**config.mk**
```make
export PLATFORM = sky130hd
export DESIGN_NAME = sau_gamma
export DESIGN_NICKNAME = d
export VERILOG_FILES = /design/src/rtl/sau_pkg.sv /design/src/rtl/sau_gamma.sv
export SDC_FILE = /design/constraint.sdc
export NUM_CORES = 2
export LEC_CHECK = 0
export ABC_AREA = 0
export BUFFER_PORTS_ARGS = -buffer_cell sky130_fd_sc_hd__buf_4
export CAP_MARGIN = 5
export CORE_ASPECT_RATIO = 1.2
export CORE_UTILIZATION = 32
export CTS_CLUSTER_SIZE = 28
export DETAILED_ROUTE_END_ITERATION = 12
export PLACE_DENSITY_LB_ADDON = 0.12
export REMOVE_ABC_BUFFERS = 1
export SLEW_MARGIN = 25
export SYNTH_ARGS = -nofsm -noshare
export SYNTH_HDL_FRONTEND = slang
export SYNTH_SLANG_ARGS = --single-unit
```
**constraint.sdc**
```tcl
create_clock -name clk -period 17.06 [get_ports clk]
set_input_delay 1.706 -clock clk [delete_from_list [all_inputs] [get_ports clk]]
set_output_delay 1.706 -clock clk [all_outputs]
set_load 0.02 [all_outputs]
```
**src/rtl/sau_pkg.sv**
```systemverilog
`default_nettype none
package sau_pkg;

  typedef enum logic [2:0] {
    ST_CLEAR,
    ST_IDLE,
    ST_FETCH,
    ST_GAMMA
  } sau_state_t;

  typedef enum logic [1:0] {
    G_IDLE,
    G_MUL,
    G_CMP,
    G_DONE
  } sau_gstate_t;

  localparam logic OP_ADD  = 1'b0;
  localparam logic OP_READ = 1'b1;

  localparam logic [1:0] CFG_WIDTH  = 2'd0;
  localparam logic [1:0] CFG_HEIGHT = 2'd1;
  localparam logic [1:0] CFG_SCALE  = 2'd2;

  localparam logic [7:0]  WIDTH_RESET  = 8'd128;
  localparam logic [7:0]  HEIGHT_RESET = 8'd128;
  localparam logic [31:0] SCALE_RESET  = 32'd65536;

  // 255.99^2 scaled by 10000
  localparam logic [29:0] GAIN_SQ_NUM = 30'd655308801;
  localparam logic [13:0] GAIN_SQ_DEN = 14'd10000;

endpackage
`default_nettype wire

```
**src/rtl/sau_gamma.sv**
```systemverilog
`default_nettype none
module sau_gamma (
  input  wire logic        clk,
  input  wire logic        rst_n,
  input  wire logic        start,
  input  wire logic [31:0] sum,
  input  wire logic [31:0] scale,
  output logic             done,
  output logic [7:0]       gbyte
);

  sau_pkg::sau_gstate_t gst_r, gst_nxt;
  logic [7:0]  b_r;
  logic [15:0] bsq_r;
  logic [15:0] csq_r;
  logic [2:0]  bit_r;
  logic [45:0] lim_r;
  logic [61:0] rhs_r;
  logic [38:0] plo_r;
  logic [38:0] phi_r;
  logic [15:0] csq;
  logic [61:0] tot;
  logic        special;

  assign special = (scale == 32'd0) || (sum >= scale);
  // c^2 = b^2 + 2*b*2^k + 2^(2k), with b holding only bits above k
  assign csq = bsq_r + ({8'd0, b_r} << ({1'b0, bit_r} + 4'd1))
             + (16'd1 << ({1'b0, bit_r} << 1));
  assign tot = {phi_r[38:0], 23'd0} + {23'd0, plo_r};

  always_comb begin
    gst_nxt = gst_r;
    unique case (gst_r)
      sau_pkg::G_IDLE, sau_pkg::G_DONE: begin
        if (start) gst_nxt = special ? sau_pkg::G_DONE : sau_pkg::G_MUL;
      end
      sau_pkg::G_MUL: gst_nxt = sau_pkg::G_CMP;
      sau_pkg::G_CMP: gst_nxt = (bit_r == 3'd0) ? sau_pkg::G_DONE : sau_pkg::G_MUL;
      default: gst_nxt = sau_pkg::G_IDLE;
    endcase
  end

  always_comb begin
    done  = (gst_r == sau_pkg::G_DONE);
    gbyte = b_r;
  end

  always_ff @(posedge clk) begin
    if (!rst_n) gst_r <= sau_pkg::G_IDLE;
    else gst_r <= gst_nxt;
  end

  always_ff @(posedge clk) begin
    if (start && (gst_r == sau_pkg::G_IDLE || gst_r == sau_pkg::G_DONE)) begin
      if (scale == 32'd0) b_r <= (sum != 32'd0) ? 8'd255 : 8'd0;
      else if (sum >= scale) b_r <= 8'd255;
      else b_r <= 8'd0;
      bsq_r <= 16'd0;
      bit_r <= 3'd7;
      lim_r <= 46'(scale * sau_pkg::GAIN_SQ_DEN);
      rhs_r <= 62'(sum * sau_pkg::GAIN_SQ_NUM);
    end else if (gst_r == sau_pkg::G_MUL) begin
      csq_r <= csq;
      plo_r <= 39'(csq * lim_r[22:0]);
      phi_r <= 39'(csq * lim_r[45:23]);
    end else if (gst_r == sau_pkg::G_CMP) begin
      // keep the trial bit when its square still fits
      if (tot <= rhs_r) begin
        b_r   <= b_r | (8'd1 << bit_r);
        bsq_r <= csq_r;
      end
      bit_r <= bit_r - 3'd1;
    end
  end

endmodule
`default_nettype wire

```
==> After elaboration in Yosys (flattened, before gate mapping) <==
Index checks and enable logic that the tools add are counted.
{ "word_totals": {"register_bits": 223, "latch_bits": 0, "ram_bits": 0, "rom_bits": 0, "input_bits": 67, "wordCells": 56, "n_memories": 0} }
{ "classes": {"add_sub_neg": 5, "mul": 4, "div_mod_pow": 0, "order_cmp": 2, "eq_ne": 5, "n_shift": 3, "mux": 11, "bitwise": 3, "reduce_logical": 14} }
{ "op_table": {"columns": ["cell", "count"], "rows": [
  ["adder 62 x 39 -> 62 bit", 1],
  ["<= comparator 62 bit", 1],
  ["multiplier 32 x 30 -> 62 bit, second input constant", 1],
  ["2-to-1 mux 8 bit", 7],
  ["multiplier 32 x 10 -> 42 bit, second input constant", 1],
  ["multiplier 16 x 23 -> 39 bit", 1],
  ["multiplier 16 x 19 -> 35 bit", 1],
  ["adder 16 bit", 2],
  [">= comparator 32 bit", 1],
  ["logical NOT 32 bit", 1],
  ["nonzero test 32 bit", 1],
  ["<< shifter 1 x 4 -> 16 bit, first input constant", 1],
  ["<< shifter 8 x 4 -> 16 bit", 1],
  ["bitwise OR 8 bit", 1],
  ["<< shifter 1 x 3 -> 8 bit, first input constant", 1],
  ["2-to-1 mux 2 bit", 3],
  ["case mux 2 bit (3 select lines)", 1],
  ["AND reduction 3 bit", 2],
  ["adder 3 x 1 -> 4 bit, second input constant", 1],
  ["== test 2 bit, second input constant", 2],
  ["!= test 2 bit, second input constant", 2],
  ["AND reduction 2 bit", 2],
  ["nonzero test 2 bit", 2],
  ["logical NOT 3 bit", 1],
  ["7 further kinds", 9]
]} }

==> Depth between registers and ports, before layout <==
{ "logic_depth": {"depth_word": 6, "mapped_depth": 45} }

==> Worst setup path before layout <==
OpenSTA, ideal clock, no wires.
{ "synth_timing": {"path_type": "flip-flop to flip-flop", "from": "register bit_r[0]", "to": "register phi_r[35], data pin", "t_arrival_ns": 10.122, "path_slack_ns": 6.680, "path_stages_with_launch": 42, "n_path_buf": 5, "synth_period_minus_slack_ns": 10.380, "path_cell_list": "dfxtp_1 > clkbuf_1 > buf_1 > inv_1 > ha_1 > clkbuf_1 > clkbuf_1 > nand3b_1 > nor2_1 > fa_1 > ha_1 > fa_1 > a21o_1 > a21oi_1 > o21ai_0 > a31oi_1 > nor2b_1 > nor2_1 > (+6 left out) > inv_1 > fa_1 > inv_1 > fa_1 > inv_1 > fa_1 > fa_1 > inv_1 > ha_1 > a21oi_1 > o21bai_1 > a2111oi_0 > a211oi_1 > nor2_1 > o21ai_0 > a221o_1 > a21oi_1 > xnor2_1"} }
{ "synth_between": {"elab_chain_len": 5, "elab_cells_between_ends": 6} }
{ "synth_lines": {"columns": ["item", "line_no", "text"], "rows": [
  ["start: declaration", "sau_gamma.sv:16", "logic [2:0] bit_r;"],
  ["start signal: assignment", "sau_gamma.sv:72", "bit_r <= bit_r - 3'd1;"],
  ["adder 3 x 1 -> 4 bit", "sau_gamma.sv:27", "assign csq = bsq_r + ({8'd0, b_r} << ({1'b0, bit_r} + 4'd1))"],
  ["<< shifter 8 x 4 -> 16 bit", "sau_gamma.sv:27", null],
  ["adder 16 bit", "sau_gamma.sv:27", null],
  ["adder 16 bit *", "sau_gamma.sv:28", "+ (16'd1 << ({1'b0, bit_r} << 1));"],
  ["multiplier 16 x 23 -> 39 bit *", "sau_gamma.sv:65", "phi_r <= 39'(csq * lim_r[45:23]);"],
  ["end signal: assignment", "sau_gamma.sv:65", null],
  ["end: declaration", "sau_gamma.sv:20", "logic [38:0] phi_r;"]
]} }
Every way passes the cells marked *; elsewhere a longest branch is shown, timed or not.
A chain may end at the register's enable or synchronous reset.

==> Worst setup path in the final report <==
Ends and elaborated chain as after synthesis.

==> impl_metrics.toml <==
[run_status]
run_status = "completed"

[floorplanning]
die_width_um = 372
core_region_area_um2 = 163000
starting_utilization_of_the_core_area_pct = 32.3
die_height_um = 446
floorplan.die_area_um2 = 166000
core.rowCount = 162
top_level_pins = 76

[cells_and_area]
finish.cell_count_without_fillers = 7750
post-route-cell-area_um2 = 56400
fin_nets = 7372
ratio_of_cells_with_drive_above_1_in_the_final_layout_pct = 3.81
layout.cells.most_common = "sky130_fd_sc_hd__inv_1"
layout.cells.most_common_list = "1,450 x sky130_fd_sc_hd__inv_1, 893 x sky130_fd_sc_hd__fa_1, 812 x sky130_fd_sc_hd__ha_1, 580 x sky130_fd_sc_hd__nand2_1, 248 x sky130_fd_sc_hd__and2_1"
areaGrowthSynthToFinish_pct = 7.49

[placed_design]
pre_cts_slack_ns = 5.42
place_hpwl_um = 130000
dpl.cell_count = 7700
io_buffer_count = 75
final_wtd_congestion = 0.855
postPlaceCellArea_um2 = 55600

[route]
drt_wl_total_um = 159000
drc = 0
detailedRoute.firstIterationViolations = 1744
wire_per_inst_um = 20.5
route.antenna.remaining_nets = 0
vias = 36875
dr.pass1.iters = 5
vias_per_cell = 4.76

[global_routing]
grt_start_max_net_pins = 69
first_global_vias = 39750
grt_pass1_wl_um = 244000
grt_use_total_pct = 19.6
globalRouteOverflowTotal = 0
antenna_violations_before_repair = 10

[synthesis]
netlist_area_before_placement_um2 = 52500
ys_top_cells_by_area = "sky130_fd_sc_hd__fa_1 34%, sky130_fd_sc_hd__ha_1 19%, sky130_fd_sc_hd__edfxtp_1 12%"
synthesized_netlist_cell_count = 5606
asyncSetResetFlopFracSynth_pct = 0
synth.largest_area_cell = "sky130_fd_sc_hd__fa_1"
synth_top_area_share_pct = 34.1
synth-edff-count = 202
synth_seq_cells = 223
yosysWarnings = 0
avgSynthCellArea_um2 = 9.36
synth.yosys.seq_area_share_pct = 12.4
yosysUniqueCellTypes = 88
synth_ff_type = "sky130_fd_sc_hd__edfxtp_1"

[min_path]
min-delay-path-class = "reg2reg"
holdCritStartpoint = "csq_r[5]"

[timing]
fmax_mhz = 86.2
setup_tns_ns = 0
hold_violations = 0
maxSlewHeadroom_pct = 29.2
finClkSkew_ns = 0.0156
finalSetupViolCount = 0
timing_max_transition_violations_final = 0
min_period_ns = 11.60
period_share_pct = 68.0
worst_slack_ns = 5.46
grt_setup_unrepaired = "no"
tightest_slew_ns = 1.06

[setup_path]
critPathMaxFanout = 43
cp_data_required_time_ns = 17.38
worst-endpoint-arrival_ns = 11.92
critical_path.startpoint_type = "flip-flop"
r2r_start = "bit_r[0]"
worst_setup_path_startpoint = "bit_r[0]"
timing.critical_path.to_type = "flip-flop"
slowest_delay_ns = 0.75
crit_type = "reg2reg"
cp_num_buf_inv = 8
critical_path.top_delay_family = "adder cells"
crit_path_top_delay_cell = "sky130_fd_sc_hd__dfxtp_1"

[clock_tree]
cts_setup_buffers = 0
clk_latency_ns = 0.58
cts_root_buf = "sky130_fd_sc_hd__clkbuf_16"
clkSlewWorstSetupHoldPaths_ns = 0.07
tritoncts_num_sinks = 223
postCtsHoldBufs = 0
tritoncts = "yes"
cts-root-to-sink-buffers = 3
cts-buffers-inserted = 26
post_cts.resized_instances = 0
htree_num_levels = 1

[flow_run]
max-cap-violations = 0
[worst register-to-register path: cells and delay by family, from the launching register on]
family	cells	cell delay, ns
XOR/XNOR	2	0.21
AND/OR/NAND/NOR	3	0.56
multiplexers	1	0.42
flip-flops	1	0.75
adder cells (fa/ha/maj)	10	4.93
AO/OA/AOI/OAI	13	3.27
buffers and inverters	8	1.19
[Yosys cell counts, drive strengths merged (76+ instances only)]
cell,number
nand2,580
nor2,121
fa,895
clkbuf,147
xor2,76
a21o,139
ha,813
edfxtp,202
o21ai,117
inv,1450
xnor2,114
a21oi,205
and2,250
[kinds of logic after synthesis]
group                    synth area share (%)
buffers and inverters                    11.5
adder cells (fa/ha/maj)                  53.5
multiplexers                            0.267
flip-flops                               12.4
AND/OR/NAND/NOR                          10.9
AO/OA/AOI/OAI                            8.28
XOR/XNOR                                 3.17
[final cells by class]
class / count / area [µm²]
tap: 2132 / 2670
timing repair buffer: 113 / 860
sequential: 223 / 6490
antenna: 2 / 5.00
clock inverter: 19 / 138
multi-input combinational: 3782 / 40100
inverter: 1451 / 5450
fill: 16927 / 106000
clock buffer: 28 / 679
[sequential cells by signal, summed over array words and instances (netlist names)]
| register | flops |
|---|---|
| bsq_r | 16 |
| bit_r | 3 |
| lim_r | 42 |
| gst_r | 2 |
| phi_r | 39 |
| rhs_r | 62 |
| plo_r | 35 |
| csq_r | 16 |
| gbyte | 8 |
[final timing paths]
kind / end / slack (ns) / depth (start not counted)
max: phi_r[35] / 5.46 / 37
min: bsq_r[5] / 0.46 / 2
max reg2reg: phi_r[35] / 5.46 / 37
min reg2reg: bsq_r[5] / 0.46 / 2
[metal layers]
metal  track usage [%]  vias up  share of wire [%]
met5                 0        -                  0
met4              4.67        0                2.5
met3              1.11      157                2.8
met2              34.6      632                 50
met1              26.0    18672                 45
li1                  -    17414                  -
[per-stage QoR]
step / hold slack [ns] / utilization, %
after floorplan: 0.437 / -
after global placement: 0.452 / 34.2
after detailed placement: 0.450 / 34.2
after CTS: 0.467 / 34.7
after global routing: 0.488 / 34.7
final: 0.462 / 34.7
Power is left out: the tool's default activity adds up to more than one toggle a clock period on the data nets, which glitch-free logic cannot reach.
